## src/hw/rtl/frrc_pkg.sv

```systemverilog
// Shared constants, field widths and types of the round-robin collector.
// Used by the channel interfaces and all RTL modules but frrc_ram; depends on nothing.
package frrc_pkg;

   // Sizing of the port queues
   localparam int PORTS      = 8;
   localparam int FIFO_DEPTH = 4;
   localparam int DATA_WIDTH = 32;

   localparam int PORT_W  = (PORTS > 1) ? $clog2(PORTS) : 1;
   localparam int SLOT_W  = (FIFO_DEPTH > 1) ? $clog2(FIFO_DEPTH) : 1;
   localparam int FILL_W  = $clog2(FIFO_DEPTH + 1);
   localparam int ENTRIES = PORTS * FIFO_DEPTH;
   localparam int ADDR_W  = (ENTRIES > 1) ? $clog2(ENTRIES) : 1;
   localparam int CNT_W   = $clog2(PORTS + 1);

   // Fixed field widths of the channels
   localparam int OPCODE_W     = 1;
   localparam int PORT_FIELD_W = 3;
   localparam int PAYLOAD_W    = 32;
   localparam int SRC_W        = 3;
   localparam int TAG_W        = 8;
   localparam int DOUT_W       = 32;
   localparam int WAIT_W       = 4;
   localparam int WAIT_MAX     = 15;

   // Opcodes
   localparam logic [OPCODE_W-1:0] OP_PUSH = 1'b0;
   localparam logic [OPCODE_W-1:0] OP_TICK = 1'b1;

   // Arbitration outcome of one tick
   typedef struct packed {
      logic              found;
      logic [PORT_W-1:0] port;
      logic [WAIT_W-1:0] waiting;
   } grant_type;

   // One result item
   typedef struct packed {
      logic                 sent;
      logic [SRC_W-1:0]     source_port;
      logic [TAG_W-1:0]     tag_bus;
      logic [DOUT_W-1:0]    data_out;
      logic [WAIT_W-1:0]    waiting_inputs;
      logic                 overflow;
   } result_type;

endpackage

```

## src/hw/rtl/frrc_if.sv

```systemverilog
// Valid/ready channel interfaces of the round-robin collector.
// Depends on frrc_pkg for the field widths.
interface frrc_req_if;
   logic                                valid;
   logic                                ready;
   logic [frrc_pkg::OPCODE_W-1:0]       opcode;
   logic [frrc_pkg::PORT_FIELD_W-1:0]   port;
   logic [frrc_pkg::PAYLOAD_W-1:0]      payload;

   modport source (output valid, output opcode, output port, output payload, input ready);
   modport sink   (input valid, input opcode, input port, input payload, output ready);
endinterface

interface frrc_rsp_if;
   logic                                valid;
   logic                                ready;
   logic                                sent;
   logic [frrc_pkg::SRC_W-1:0]          source_port;
   logic [frrc_pkg::TAG_W-1:0]          tag_bus;
   logic [frrc_pkg::DOUT_W-1:0]         data_out;
   logic [frrc_pkg::WAIT_W-1:0]         waiting_inputs;
   logic                                overflow;

   modport source (output valid, output sent, output source_port, output tag_bus,
                   output data_out, output waiting_inputs, output overflow, input ready);
   modport sink   (input valid, input sent, input source_port, input tag_bus,
                   input data_out, input waiting_inputs, input overflow, output ready);
endinterface

interface frrc_csr_if;
   logic                           valid;
   logic                           ready;
   logic [frrc_pkg::TAG_W-1:0]     data;

   modport source (output valid, output data, input ready);
   modport sink   (input valid, input data, output ready);
endinterface

```

## src/hw/rtl/frrc_ram.sv

```systemverilog
// Generic single-write, single-read synchronous RAM with registered read data.
// Stand-alone; holds the words of all port queues.
module frrc_ram #(
   parameter int WIDTH  = 32,
   parameter int DEPTH  = 32,
   parameter int ADDR_W = 5
) (
   input  logic              clock,
   input  logic              wr_en,
   input  logic [ADDR_W-1:0] wr_addr,
   input  logic [WIDTH-1:0]  wr_data,
   input  logic              rd_en,
   input  logic [ADDR_W-1:0] rd_addr,
   output logic [WIDTH-1:0]  rd_data
);

   logic [WIDTH-1:0] mem_ff [DEPTH];
   logic [WIDTH-1:0] rd_data_ff;

   // Write port
   always_ff @(posedge clock) begin
      if (wr_en) begin
         mem_ff[wr_addr] <= wr_data;
      end
   end

   // Read port, registered read data
   always_ff @(posedge clock) begin
      if (rd_en) begin
         rd_data_ff <= mem_ff[rd_addr];
      end
   end

   assign rd_data = rd_data_ff;

endmodule

```

## src/hw/rtl/frrc_arb.sv

```systemverilog
// Round-robin pick and occupancy count over the non-empty port queues.
// Depends on frrc_pkg for sizes and grant_type.
module frrc_arb (
   input  logic [frrc_pkg::PORTS-1:0]  busy_mask,
   input  logic [frrc_pkg::PORT_W-1:0] ptr,
   output frrc_pkg::grant_type         grant
);

   always_comb begin
      logic [frrc_pkg::PORT_W:0]   idx_sum;
      logic [frrc_pkg::PORT_W-1:0] idx;
      logic [frrc_pkg::CNT_W-1:0]  cnt;

      grant = '0;
      cnt   = '0;

      // Count the non-empty queues, saturate to the field
      for (int i = 0; i < frrc_pkg::PORTS; i++) begin
         cnt = cnt + frrc_pkg::CNT_W'(busy_mask[i]);
      end
      if (int'(cnt) > frrc_pkg::WAIT_MAX) begin
         grant.waiting = frrc_pkg::WAIT_W'(frrc_pkg::WAIT_MAX);
      end else begin
         grant.waiting = frrc_pkg::WAIT_W'(cnt);
      end

      // Scan from the pointer; walk down so the nearest hit wins
      for (int i = frrc_pkg::PORTS - 1; i >= 0; i--) begin
         idx_sum = {1'b0, ptr} + (frrc_pkg::PORT_W + 1)'(i);
         if (int'(idx_sum) >= frrc_pkg::PORTS) begin
            idx = frrc_pkg::PORT_W'(idx_sum - (frrc_pkg::PORT_W + 1)'(frrc_pkg::PORTS));
         end else begin
            idx = frrc_pkg::PORT_W'(idx_sum);
         end
         if (busy_mask[idx]) begin
            grant.found = 1'b1;
            grant.port  = idx;
         end
      end
   end

endmodule

```

## src/hw/rtl/frrc_outbuf.sv

```systemverilog
// Result register with a skid stage in front of the response channel.
// Depends on frrc_pkg (result_type) and frrc_rsp_if.
module frrc_outbuf (
   input  logic                 clock,
   input  logic                 reset,
   input  logic                 load,
   input  frrc_pkg::result_type res,
   output logic                 space,
   frrc_rsp_if.source           rsp_ch
);

   logic                 out_valid_ff, out_valid_in;
   logic                 skid_valid_ff, skid_valid_in;
   frrc_pkg::result_type out_ff, out_in;
   frrc_pkg::result_type skid_ff, skid_in;
   logic                 drain;

   // Place a new item in the output register, or park it in the skid stage
   always_comb begin
      drain         = !out_valid_ff || rsp_ch.ready;
      out_valid_in  = out_valid_ff;
      out_in        = out_ff;
      skid_valid_in = skid_valid_ff;
      skid_in       = skid_ff;
      if (load) begin
         if (drain) begin
            out_valid_in = 1'b1;
            out_in       = res;
         end else begin
            skid_valid_in = 1'b1;
            skid_in       = res;
         end
      end else if (drain) begin
         out_valid_in  = skid_valid_ff;
         out_in        = skid_ff;
         skid_valid_in = 1'b0;
      end
   end

   always_ff @(posedge clock) begin
      if (reset) begin
         out_valid_ff  <= 1'b0;
         skid_valid_ff <= 1'b0;
      end else begin
         out_valid_ff  <= out_valid_in;
         skid_valid_ff <= skid_valid_in;
      end
   end

   always_ff @(posedge clock) begin
      out_ff  <= out_in;
      skid_ff <= skid_in;
   end

   assign space                 = !skid_valid_ff;
   assign rsp_ch.valid          = out_valid_ff;
   assign rsp_ch.sent           = out_ff.sent;
   assign rsp_ch.source_port    = out_ff.source_port;
   assign rsp_ch.tag_bus        = out_ff.tag_bus;
   assign rsp_ch.data_out       = out_ff.data_out;
   assign rsp_ch.waiting_inputs = out_ff.waiting_inputs;
   assign rsp_ch.overflow       = out_ff.overflow;

endmodule

```

## src/hw/rtl/fifo_round_robin_collector.sv

```systemverilog
// Round-robin collector: per-port queues in one RAM, arbiter, result buffer.
// Depends on frrc_pkg, frrc_if, frrc_ram, frrc_arb and frrc_outbuf.
//
// Usage:
//   req_ch carries one item per handshake: a push (opcode 0) appends payload
//   to the queue of port; a tick (opcode 1) counts the non-empty queues,
//   pops the first non-empty one found from the round-robin pointer and
//   returns its word tagged with bus_id and the source port.
//   rsp_ch returns exactly one result item per request item, in order.
//   csr_ch writes bus_id; it is always ready and takes effect next cycle.
//   A push result enters the result buffer when the push is accepted. A tick
//   first waits in a read state for the registered read data of the queue RAM,
//   with req_ch not ready; its result then enters the result buffer.
//   Reset (synchronous, active high) empties all queues, zeroes the pointer
//   and bus_id; no clearing pass is needed, queue words are read only after
//   they are written.
//   When rsp_ch stalls, one further result is parked in a skid stage; req_ch
//   drops ready while that stage is occupied.
module fifo_round_robin_collector (
   input  logic       clock,
   input  logic       reset,
   frrc_req_if.sink   req_ch,
   frrc_rsp_if.source rsp_ch,
   frrc_csr_if.sink   csr_ch
);

   localparam logic ST_IDLE = 1'b0;
   localparam logic ST_READ = 1'b1;

   logic                               state_ff, state_in;
   logic [frrc_pkg::TAG_W-1:0]         bus_id_ff, bus_id_in;
   logic [frrc_pkg::SLOT_W-1:0]        head_ff [frrc_pkg::PORTS];
   logic [frrc_pkg::SLOT_W-1:0]        head_in [frrc_pkg::PORTS];
   logic [frrc_pkg::SLOT_W-1:0]        tail_ff [frrc_pkg::PORTS];
   logic [frrc_pkg::SLOT_W-1:0]        tail_in [frrc_pkg::PORTS];
   logic [frrc_pkg::FILL_W-1:0]        fill_ff [frrc_pkg::PORTS];
   logic [frrc_pkg::FILL_W-1:0]        fill_in [frrc_pkg::PORTS];
   logic [frrc_pkg::PORT_W-1:0]        ptr_ff, ptr_in;
   frrc_pkg::grant_type                grant_ff, grant_in;

   logic [frrc_pkg::PORTS-1:0]         busy_mask;
   frrc_pkg::grant_type                grant;
   logic                               accept, is_push, is_tick;
   logic [frrc_pkg::PORT_W-1:0]        push_port;
   logic                               port_ok, full;
   logic                               wr_en, rd_en;
   logic [frrc_pkg::ADDR_W-1:0]        wr_addr, rd_addr;
   logic [frrc_pkg::DATA_WIDTH-1:0]    wr_data, rd_data;
   logic                               buf_space, load;
   frrc_pkg::result_type               res;

   function automatic logic [frrc_pkg::SLOT_W-1:0] next_slot(
      input logic [frrc_pkg::SLOT_W-1:0] slot);
      if (slot == frrc_pkg::SLOT_W'(frrc_pkg::FIFO_DEPTH - 1)) begin
         return '0;
      end
      return slot + 1'b1;
   endfunction

   function automatic logic [frrc_pkg::PORT_W-1:0] next_port(
      input logic [frrc_pkg::PORT_W-1:0] port);
      if (port == frrc_pkg::PORT_W'(frrc_pkg::PORTS - 1)) begin
         return '0;
      end
      return port + 1'b1;
   endfunction

   // Handshakes
   assign req_ch.ready = (state_ff == ST_IDLE) && buf_space;
   assign csr_ch.ready = 1'b1;
   assign accept  = req_ch.valid && req_ch.ready;
   assign is_push = accept && (req_ch.opcode == frrc_pkg::OP_PUSH);
   assign is_tick = accept && (req_ch.opcode == frrc_pkg::OP_TICK);

   // Occupancy and arbitration
   always_comb begin
      for (int i = 0; i < frrc_pkg::PORTS; i++) begin
         busy_mask[i] = (fill_ff[i] != '0);
      end
   end

   frrc_arb u_arb (
      .busy_mask (busy_mask),
      .ptr       (ptr_ff),
      .grant     (grant)
   );

   // Push addressing
   assign push_port = frrc_pkg::PORT_W'(req_ch.port);
   assign port_ok   = int'(req_ch.port) < frrc_pkg::PORTS;
   assign full      = fill_ff[push_port] >= frrc_pkg::FILL_W'(frrc_pkg::FIFO_DEPTH);
   assign wr_en     = is_push && port_ok && !full;
   assign wr_addr   = frrc_pkg::ADDR_W'(push_port) * frrc_pkg::ADDR_W'(frrc_pkg::FIFO_DEPTH)
                      + frrc_pkg::ADDR_W'(tail_ff[push_port]);
   assign wr_data   = frrc_pkg::DATA_WIDTH'(req_ch.payload);

   // Pop addressing
   assign rd_en   = is_tick && grant.found;
   assign rd_addr = frrc_pkg::ADDR_W'(grant.port) * frrc_pkg::ADDR_W'(frrc_pkg::FIFO_DEPTH)
                    + frrc_pkg::ADDR_W'(head_ff[grant.port]);

   frrc_ram #(
      .WIDTH  (frrc_pkg::DATA_WIDTH),
      .DEPTH  (frrc_pkg::ENTRIES),
      .ADDR_W (frrc_pkg::ADDR_W)
   ) u_ram (
      .clock   (clock),
      .wr_en   (wr_en),
      .wr_addr (wr_addr),
      .wr_data (wr_data),
      .rd_en   (rd_en),
      .rd_addr (rd_addr),
      .rd_data (rd_data)
   );

   // Advance queue pointers, fill counts, round-robin pointer, state, bus_id and grant
   always_comb begin
      state_in  = state_ff;
      bus_id_in = bus_id_ff;
      ptr_in    = ptr_ff;
      grant_in  = grant_ff;
      for (int i = 0; i < frrc_pkg::PORTS; i++) begin
         head_in[i] = head_ff[i];
         tail_in[i] = tail_ff[i];
         fill_in[i] = fill_ff[i];
      end

      if (csr_ch.valid) begin
         bus_id_in = csr_ch.data;
      end

      if (wr_en) begin
         tail_in[push_port] = next_slot(tail_ff[push_port]);
         fill_in[push_port] = fill_ff[push_port] + 1'b1;
      end

      if (rd_en) begin
         head_in[grant.port] = next_slot(head_ff[grant.port]);
         fill_in[grant.port] = fill_ff[grant.port] - 1'b1;
         ptr_in              = next_port(grant.port);
      end

      unique case (state_ff)
         ST_IDLE: begin
            if (is_tick) begin
               state_in = ST_READ;
               grant_in = grant;
            end
         end
         ST_READ: begin
            state_in = ST_IDLE;
         end
         default: begin
            state_in = ST_IDLE;
         end
      endcase
   end

   always_ff @(posedge clock) begin
      if (reset) begin
         state_ff  <= ST_IDLE;
         bus_id_ff <= '0;
         ptr_ff    <= '0;
         for (int i = 0; i < frrc_pkg::PORTS; i++) begin
            head_ff[i] <= '0;
            tail_ff[i] <= '0;
            fill_ff[i] <= '0;
         end
      end else begin
         state_ff  <= state_in;
         bus_id_ff <= bus_id_in;
         ptr_ff    <= ptr_in;
         for (int i = 0; i < frrc_pkg::PORTS; i++) begin
            head_ff[i] <= head_in[i];
            tail_ff[i] <= tail_in[i];
            fill_ff[i] <= fill_in[i];
         end
      end
   end

   // Hold the grant while the RAM read completes
   always_ff @(posedge clock) begin
      grant_ff <= grant_in;
   end

   // Form the result item: push results at acceptance, tick results after the read
   always_comb begin
      res  = '0;
      load = 1'b0;
      if (is_push) begin
         load         = 1'b1;
         res.overflow = port_ok && full;
      end else if (state_ff == ST_READ) begin
         load               = 1'b1;
         res.waiting_inputs = grant_ff.waiting;
         if (grant_ff.found) begin
            res.sent        = 1'b1;
            res.source_port = frrc_pkg::SRC_W'(grant_ff.port);
            res.tag_bus     = bus_id_ff;
            res.data_out    = frrc_pkg::DOUT_W'(rd_data);
         end
      end
   end

   frrc_outbuf u_outbuf (
      .clock  (clock),
      .reset  (reset),
      .load   (load),
      .res    (res),
      .space  (buf_space),
      .rsp_ch (rsp_ch)
   );

endmodule
```

## src/flat_wrapper.sv

```systemverilog
// flat-port wrapper written by rule: the top's interface ports become plain ports
module fifo_round_robin_collector_flat 
  (clock, reset, req_ch_valid, req_ch_opcode, req_ch_port, req_ch_payload, req_ch_ready, rsp_ch_valid, rsp_ch_sent, rsp_ch_source_port, rsp_ch_tag_bus, rsp_ch_data_out, rsp_ch_waiting_inputs, rsp_ch_overflow, rsp_ch_ready, csr_ch_valid, csr_ch_data, csr_ch_ready);
  frrc_req_if req_ch_i ();
  frrc_rsp_if rsp_ch_i ();
  frrc_csr_if csr_ch_i ();
  input  logic clock;
  input  logic reset;
  input wire logic [$bits(req_ch_i.valid)-1:0] req_ch_valid;
  input wire logic [$bits(req_ch_i.opcode)-1:0] req_ch_opcode;
  input wire logic [$bits(req_ch_i.port)-1:0] req_ch_port;
  input wire logic [$bits(req_ch_i.payload)-1:0] req_ch_payload;
  output wire logic [$bits(req_ch_i.ready)-1:0] req_ch_ready;
  output wire logic [$bits(rsp_ch_i.valid)-1:0] rsp_ch_valid;
  output wire logic [$bits(rsp_ch_i.sent)-1:0] rsp_ch_sent;
  output wire logic [$bits(rsp_ch_i.source_port)-1:0] rsp_ch_source_port;
  output wire logic [$bits(rsp_ch_i.tag_bus)-1:0] rsp_ch_tag_bus;
  output wire logic [$bits(rsp_ch_i.data_out)-1:0] rsp_ch_data_out;
  output wire logic [$bits(rsp_ch_i.waiting_inputs)-1:0] rsp_ch_waiting_inputs;
  output wire logic [$bits(rsp_ch_i.overflow)-1:0] rsp_ch_overflow;
  input wire logic [$bits(rsp_ch_i.ready)-1:0] rsp_ch_ready;
  input wire logic [$bits(csr_ch_i.valid)-1:0] csr_ch_valid;
  input wire logic [$bits(csr_ch_i.data)-1:0] csr_ch_data;
  output wire logic [$bits(csr_ch_i.ready)-1:0] csr_ch_ready;
  assign req_ch_i.valid = req_ch_valid;
  assign req_ch_i.opcode = req_ch_opcode;
  assign req_ch_i.port = req_ch_port;
  assign req_ch_i.payload = req_ch_payload;
  assign req_ch_ready = req_ch_i.ready;
  assign rsp_ch_valid = rsp_ch_i.valid;
  assign rsp_ch_sent = rsp_ch_i.sent;
  assign rsp_ch_source_port = rsp_ch_i.source_port;
  assign rsp_ch_tag_bus = rsp_ch_i.tag_bus;
  assign rsp_ch_data_out = rsp_ch_i.data_out;
  assign rsp_ch_waiting_inputs = rsp_ch_i.waiting_inputs;
  assign rsp_ch_overflow = rsp_ch_i.overflow;
  assign rsp_ch_i.ready = rsp_ch_ready;
  assign csr_ch_i.valid = csr_ch_valid;
  assign csr_ch_i.data = csr_ch_data;
  assign csr_ch_ready = csr_ch_i.ready;
  fifo_round_robin_collector u_core (.clock(clock), .reset(reset), .req_ch(req_ch_i), .rsp_ch(rsp_ch_i), .csr_ch(csr_ch_i));
endmodule
```

## config.mk

```make
export PLATFORM = sky130hd
export DESIGN_NAME = fifo_round_robin_collector_flat
export DESIGN_NICKNAME = d
export VERILOG_FILES = /design/src/hw/rtl/frrc_pkg.sv /design/src/hw/rtl/frrc_if.sv /design/src/hw/rtl/frrc_ram.sv /design/src/hw/rtl/frrc_arb.sv /design/src/hw/rtl/frrc_outbuf.sv /design/src/hw/rtl/fifo_round_robin_collector.sv /design/src/flat_wrapper.sv
export SDC_FILE = /design/constraint.sdc
export NUM_CORES = 2
export LEC_CHECK = 0
export CORE_AREA = 2 2 285 287
export DETAILED_ROUTE_END_ITERATION = 16
export DIE_AREA = 0 0 287 289
export DONT_BUFFER_PORTS = 1
export MAX_ROUTING_LAYER = met4
export PLACE_DENSITY = 0.82
export SLEW_MARGIN = 15
export SYNTH_ARGS = -nofsm -noshare
export SYNTH_HDL_FRONTEND = slang
export SYNTH_SLANG_ARGS = --single-unit
```

## constraint.sdc

```tcl
create_clock -name clock -period 6.55 [get_ports clock]
set_input_delay 1.31 -clock clock [delete_from_list [all_inputs] [get_ports clock]]
set_output_delay 1.31 -clock clock [all_outputs]
set_load 0.005 [all_outputs]
```

==> After elaboration in Yosys (flattened, before gate mapping) <==
Memories as Yosys holds them, arrays and structs flattened. A register that Yosys moved wholly into a read port is not among the register bits.
Cells that the tools add are included.
{ "classes": {"add_sub_neg": 29, "multipliers": 0, "div": 0, "magnitude_cmp": 21, "n_eq_ne": 4, "shift": 0, "muxes": 108, "bitwise": 29, "n_reduce_logical": 24} }
{ "op_table": {"columns": ["op", "count"], "rows": [
  ["49-bit 2-to-1 mux", 3],
  ["48-bit 2-to-1 mux", 2],
  ["3-bit 2-to-1 mux", 20],
  ["24-bit bitwise mux", 2],
  ["2-bit 2-to-1 mux", 24],
  ["24-bit 2-to-1 mux", 2],
  ["44-bit 2-to-1 mux", 1],
  ["4-bit greater-or-equal comparator, second input constant", 9],
  ["16-bit bitwise mux", 2],
  ["3-bit by 4-bit < comparator with 1-bit output, second input constant", 8],
  ["16-bit 2-to-1 mux", 2],
  ["4-bit 2-to-1 mux", 8],
  ["1-bit 2-to-1 mux", 29],
  ["3-bit by 1-bit subtractor with 3-bit output, second input constant", 9],
  ["1-bit binary-select mux with 3-bit select", 8],
  ["1-bit OR", 24],
  ["3-bit nonzero test", 8],
  ["3-bit demux with 3-bit select", 2],
  ["3-bit by 3-bit adder with 4-bit output, second input constant", 4],
  ["4-bit by 1-bit adder with 4-bit output", 4],
  ["2-bit demux with 3-bit select", 2],
  ["5-bit by 2-bit adder with 5-bit output", 2],
  ["3-bit by 2-bit adder with 4-bit output, second input constant", 2],
  ["1-bit logical AND", 8],
  ["19 further kinds", 30]
]} }
{ "word_totals": {"ff_bits": 120, "latchBits": 0, "ram_bits": 1080, "mem_bits_ro": 0, "output_inout_bits": 52, "wordCells": 239, "mem_count": 4} }
{ "mem_list": {"columns": ["memory", "depth", "word_bits", "rd", "rd_clocked_by_memory_dff", "wr", "line_no", "source"], "rows": [
  ["u_core.u_ram.mem_ff", 32, 32, 1, 1, 1, "frrc_ram.sv:17", "logic [WIDTH-1:0] mem_ff [DEPTH];"],
  ["u_core.fill_ff", 8, 3, 10, 0, 8, "fifo_round_robin_collector.sv:36", "logic [frrc_pkg::FILL_W-1:0] fill_ff [frrc_pkg::PORTS];"],
  ["u_core.head_ff", 8, 2, 9, 0, 8, "fifo_round_robin_collector.sv:32", "logic [frrc_pkg::SLOT_W-1:0] head_ff [frrc_pkg::PORTS];"],
  ["u_core.tail_ff", 8, 2, 9, 0, 8, "fifo_round_robin_collector.sv:34", "logic [frrc_pkg::SLOT_W-1:0] tail_ff [frrc_pkg::PORTS];"]
]} }

==> Logic depth before layout (Yosys ltp) <==
An unclocked memory read counts as a cell.
{ "logic_depth": {"ltp_word": 22, "ltp_mapped": 24, "depth_no_buf": 18} }

==> By module <==
From an unflattened synthesis, not the netlist that was laid out.
{ "unflattened": {"hier_cells": 3018, "hier_area_um2": 50054.3} }
{ "by_module_without_submodules": {"columns": ["mod", "instances", "cells_each", "area_each_um2"], "rows": [
  ["frrc_ram", 1, 2260, 40805.4],
  ["fifo_round_robin_collector", 1, 485, 4385.5],
  ["frrc_outbuf", 1, 163, 3875.0],
  ["frrc_arb", 1, 110, 988.4]
]} }

==> Worst setup path before layout <==
OpenSTA, ideal clock, no wires.
{ "synth_timing": {"kind": "flip-flop to flip-flop", "from": "register u_core.ptr_ff[1] in the netlist's numbering", "to": "register u_core.u_ram.rd_data_ff[27], in the netlist u_core.u_ram.rd_data[27] (read register of u_core.u_ram.mem_ff), data pin", "t_arrival_ns": 4.809, "required_time_ns": 6.282, "path_slack_ns": 1.472, "stages_incl_launch_ff": 23, "path_buffers": 7, "path_cell_list": "dfxtp_1 -> buf_2 -> inv_1 -> clkbuf_1 -> ha_1 -> buf_2 -> or4_1 -> o2111ai_1 -> o21ai_1 -> or2_2 -> o41a_2 -> a211oi_4 -> a2111oi_0 -> a311o_2 -> and2_1 -> buf_6 -> buf_6 -> buf_6 -> buf_2 -> nand2_1 -> nand3_1 -> a22oi_1 -> o211ai_1"} }
{ "synth_between": {"elab_chain_len": 15, "word_cells_on_any_way": 58, "classes_between": "add/sub: 16; order compare: 8; mux: 32; reduce/logical: 1; memory: 1"} }
{ "synth_lines": {"columns": ["item", "line_no", "source"], "rows": [
  ["start: declaration", "fifo_round_robin_collector.sv:38", "logic [frrc_pkg::PORT_W-1:0] ptr_ff, ptr_in;"],
  ["start signal: assignment", "fifo_round_robin_collector.sv:172", "ptr_ff <= ptr_in;"],
  ["3-bit by 3-bit adder with 4-bit output", "frrc_arb.sv:29", "idx_sum = {1'b0, ptr} + (frrc_pkg::PORT_W + 1)'(i);"],
  ["4-bit greater-or-equal comparator or 3-bit by 1-bit subtractor with 3-bit output (tied branches)", "frrc_arb.sv:30, frrc_arb.sv:31", null],
  ["3-bit 2-to-1 mux", "frrc_arb.sv:30", "if (int'(idx_sum) >= frrc_pkg::PORTS) begin"],
  ["1-bit binary-select mux with 3-bit select", "frrc_arb.sv:35", "if (busy_mask[idx]) begin"],
  ["1-bit 2-to-1 mux (implied by the code)", "frrc_arb.sv:35", null],
  ["4-bit 2-to-1 mux (7 in a row)", "frrc_arb.sv:35", null],
  ["4-bit 2-to-1 mux (*)", "frrc_arb.sv:35", null],
  ["memory 8 x 2 bit", null, null],
  ["5-bit by 2-bit adder with 5-bit output", "fifo_round_robin_collector.sv:100", "+ frrc_pkg::ADDR_W'(head_ff[grant.port]);"],
  ["end: declaration", "frrc_ram.sv:18", "logic [WIDTH-1:0] rd_data_ff;"]
]} }
Mark *: on every way between the ends. The rest lies on a longest branch, timed or not. The select of a mux whose other input is x is not followed.
A chain may end at the register's enable or synchronous reset.

==> Worst setup path after layout <==
{ "layout_timing": {"from": "register u_core.ptr_ff[0] in the netlist's numbering", "to": "register u_core.u_ram.rd_data_ff[22], in the netlist u_core.u_ram.rd_data[22] (read register of u_core.u_ram.mem_ff), data pin"} }
The elaborated chain is that of the path after synthesis.

==> flow_summary.json <==
{
  "status": "finished clean",
  "core_mm2": 0.0799,
  "synth_fa_ha_area_share_pct": 0.456,
  "synth_area_mm2": 0.0499,
  "synth_edf_count": 1162,
  "critPathBufInv": 2,
  "grt-ovfl-total": 0,
  "synthArstFlopShare_pct": 0,
  "worst_pin_slew_ns": 1.25,
  "setup_violations": 0,
  "min_to": "u_core.head_ff[6][1]$_SDFFE_PP0P_",
  "routed_wl_mm": 138,
  "fmax_mhz": 169,
  "cts_setup_buffers": 0,
  "min_path_cells": 2,
  "rr_worst_depth": 16,
  "chipWidth_um": 287,
  "seq_area_mm2": 0.0363,
  "crit_slowest_cell": "o32ai_1",
  "dpl_cell_area_mm2": 0.0513,
  "cpLargestDelayFamily": "compound AO/OA/AOI/OAI gates",
  "synth_top_family_by_area": "simple AND/OR/NAND/NOR gates",
  "port_buffers": 0,
  "synth_seq_cells": 1232,
  "final_layout_size_suffix_gt1_share_pct": 10.3,
  "start_util_pct": 62.5,
  "syn_to_final_growth_pct": 10.3,
  "htreeDepth": 3,
  "synthCells": 3486,
  "final_area_mm2": 0.0550,
  "hp-start": "u_core.head_ff[6][1]$_SDFFE_PP0P_",
  "critPathMaxFanout": 32,
  "min_path_type": "reg -> reg",
  "slew_viol_final": 0,
  "yosysWarningCount": 0,
  "worstSetupStartpointType": "register",
  "finalCritPeriodShare_pct": 90.1,
  "arrival_ns": 6.32,
  "clockRootBuffer": "clkbuf_16",
  "insertion_delay_ns": 0.72,
  "relSlewSlack_pct": 16.5,
  "synth_xor_area_share_pct": 0.251,
  "cts_buffer_depth": 3,
  "tritoncts": "built",
  "grt_pass1_vias": 31500,
  "first_iter_violations": 5080,
  "seq_area_frac_synth_pct": 72.7,
  "worst_path_most_repeated_cell": "mux2i_1",
  "post_cts_resized": 0,
  "num_rows": 104,
  "critPathRequiredTime_ns": 6.97,
  "reg2reg_from": "u_core.ptr_ff[0]$_SDFFE_PP0P_",
  "synth-main-ff-cell": "edfxtp_1",
  "ios": 101,
  "multi_input_area_mm2": 0.0126,
  "slowest_delay_ns": 0.87,
  "cts_sinks": 1232,
  "die_height_um": 289,
  "final_common_cell": "edfxtp_1",
  "min_period_ns": 5.90,
  "syn_avg_cell_area_um2": 14.3,
  "drt-pass1-iter-count": 6,
  "hpwlAfterDp_mm": 76.3,
  "rrSetupSlack_ns": 0.65,
  "layout_common_cells": "1162 x edfxtp_1, 623 x nand2_1, 254 x mux2i_1",
  "synth_mux_area_share_pct": 5.86,
  "worstReg2RegEnd": "u_core.u_ram.rd_data[22]$_DFFE_PP_",
  "synth_simple_gate_area_share_pct": 9.66,
  "rsz0062_at_grt": "false",
  "dieArea_mm2": 0.0829,
  "clk_pin_slew_ns": 0.06,
  "fill_cells": 4881,
  "synth_nets": 3552,
  "remaining_drc_errors": 0,
  "ctsHoldBuffers": 0,
  "synth_compound_area_share_pct": 8.69,
  "finalNetCount": 3540,
  "vias_per_cell": 6.92,
  "grt_antenna_before_repair": 4,
  "grt_pass1_wl_mm": 201,
  "grt_max_degree": 101,
  "gp_congestion": 0.938,
  "postRouteAntennaNets": 0,
  "post-route-util_pct": 68.9,
  "cp-end-kind": "register",
  "routedWlPerCell_um": 29.8,
  "gr-usage-all-layers_pct": 34.1,
  "drv.max_cap_violation_count": 0,
  "clock-skew-final_ns": 0.0580,
  "worstPathCellList": "buf_4 > ha_1 > xor2_4 > mux2i_1 > mux4_2 > a2111oi_2 > o41a_2 > a211oi_4 > and2_1 > o32ai_1 > nand2_2 > buf_12 > mux2i_1 > a221oi_1 > a22oi_1 > o211ai_1",
  "num_vias": 32100,
  "hold_viol_final": 0,
  "cts_buffers": 114,
  "post_synth_num_cell_types": 79,
  "tns_ns": 0,
  "crit_type": "reg -> reg"
}
[registers in the layout, summed over array words and instances, names as in the netlist, 16 cells and up]
signal                           count
u_core.u_ram.mem_ff               1024
u_core.u_outbuf.skid_ff             49
u_core.u_outbuf.rsp_ch.data_out     32
u_core.u_ram.rd_data                32
u_core.fill_ff                      24
u_core.head_ff                      16
u_core.tail_ff                      16
[cell type report]
class	instances	share of cell area [%]
clock buffers	138	5.40
diodes	4	0.0182
multi-input cells	1998	22.9
inverters	28	0.191
flip-flops and latches	1232	65.9
well taps	1060	2.41
repair buffers	100	1.73
clock inverters	76	1.46
[tightest hold or removal path: stages (launching register included)]
cell and delay (ns):
dfxtp_1 0.31, nand2_1 0.05, a21oi_1 0.06
[cell families after synthesis]
kind of cell,count (synthesis)
buffers and inverters,256
flip-flops,1232
other,1
AND/OR/NAND/NOR,1104
adder cells (fa/ha/maj),17
XOR/XNOR,10
multiplexers,275
AO/OA/AOI/OAI,591
[how the worst max path moves through the flow]
stage                                               endpoint  slack [ns]                           from  cells after the start
final                     u_core.u_ram.rd_data[22]$_DFFE_PP_        0.65  u_core.ptr_ff[0]$_SDFFE_PP0P_                     16
after global routing      u_core.u_ram.rd_data[18]$_DFFE_PP_        0.54  u_core.ptr_ff[0]$_SDFFE_PP0P_                     16
after CTS                 u_core.u_ram.rd_data[22]$_DFFE_PP_        0.79  u_core.ptr_ff[0]$_SDFFE_PP0P_                     16
after detailed placement  u_core.u_ram.rd_data[23]$_DFFE_PP_        0.81  u_core.ptr_ff[0]$_SDFFE_PP0P_                     16
after global placement    u_core.u_ram.rd_data[11]$_DFFE_PP_        1.02  u_core.ptr_ff[0]$_SDFFE_PP0P_                     16
after floorplan           u_core.u_ram.rd_data[27]$_DFFE_PP_        1.47  u_core.ptr_ff[1]$_SDFFE_PP0P_                     22
[synthesized netlist by cell type, types with 9 or more instances]
cell,instances,area (um^2)
buf_4,11,82.6
nor2b_1,9,56.3
inv_1,19,71.3
a22oi_1,63,473
buf_2,65,325
nand3_1,147,736
dfxtp_1,70,1400
a21oi_1,105,526
a221oi_1,96,841
a211oi_1,40,300
buf_1,12,45.0
nand2b_1,10,62.6
mux2i_1,254,2540
edfxtp_1,1162,34900
a31oi_1,69,432
and2_1,42,263
a32oi_1,63,552
nor3_1,9,45.0
nand4_1,32,200
a21o_1,54,405
clkbuf_1,126,473
o21ai_0,13,65.1
and3_1,48,300
ha_1,15,188
nor2_1,145,544
mux4_2,13,293
o211ai_1,34,255
buf_6,13,146
nand2_1,627,2350
[metal layers]
metal	global-route usage (%)	vias to the layer above	share of wire [%]
li1	-	13300	-
met1	42.0	15600	34
met2	52.7	2573	47
met3	8.39	538	14
met4	17.8	0	5.5
met5	-	-	0
[per-stage QoR]
| stage | worst slack (ns) | hold slack (ns) | std cells |
|---|---|---|---|
| after global placement | 1.02 | 0.440 | 4418 |
| after global routing | 0.544 | 0.494 | 4636 |
| after floorplan | 1.47 | 0.435 | 3486 |
| after detailed placement | 0.810 | 0.444 | 4418 |
| final | 0.647 | 0.455 | 4636 |
| after CTS | 0.793 | 0.452 | 4632 |
Power is not shown: default switching activity piles up to over one toggle a cycle in this logic, so the estimate is an artifact.
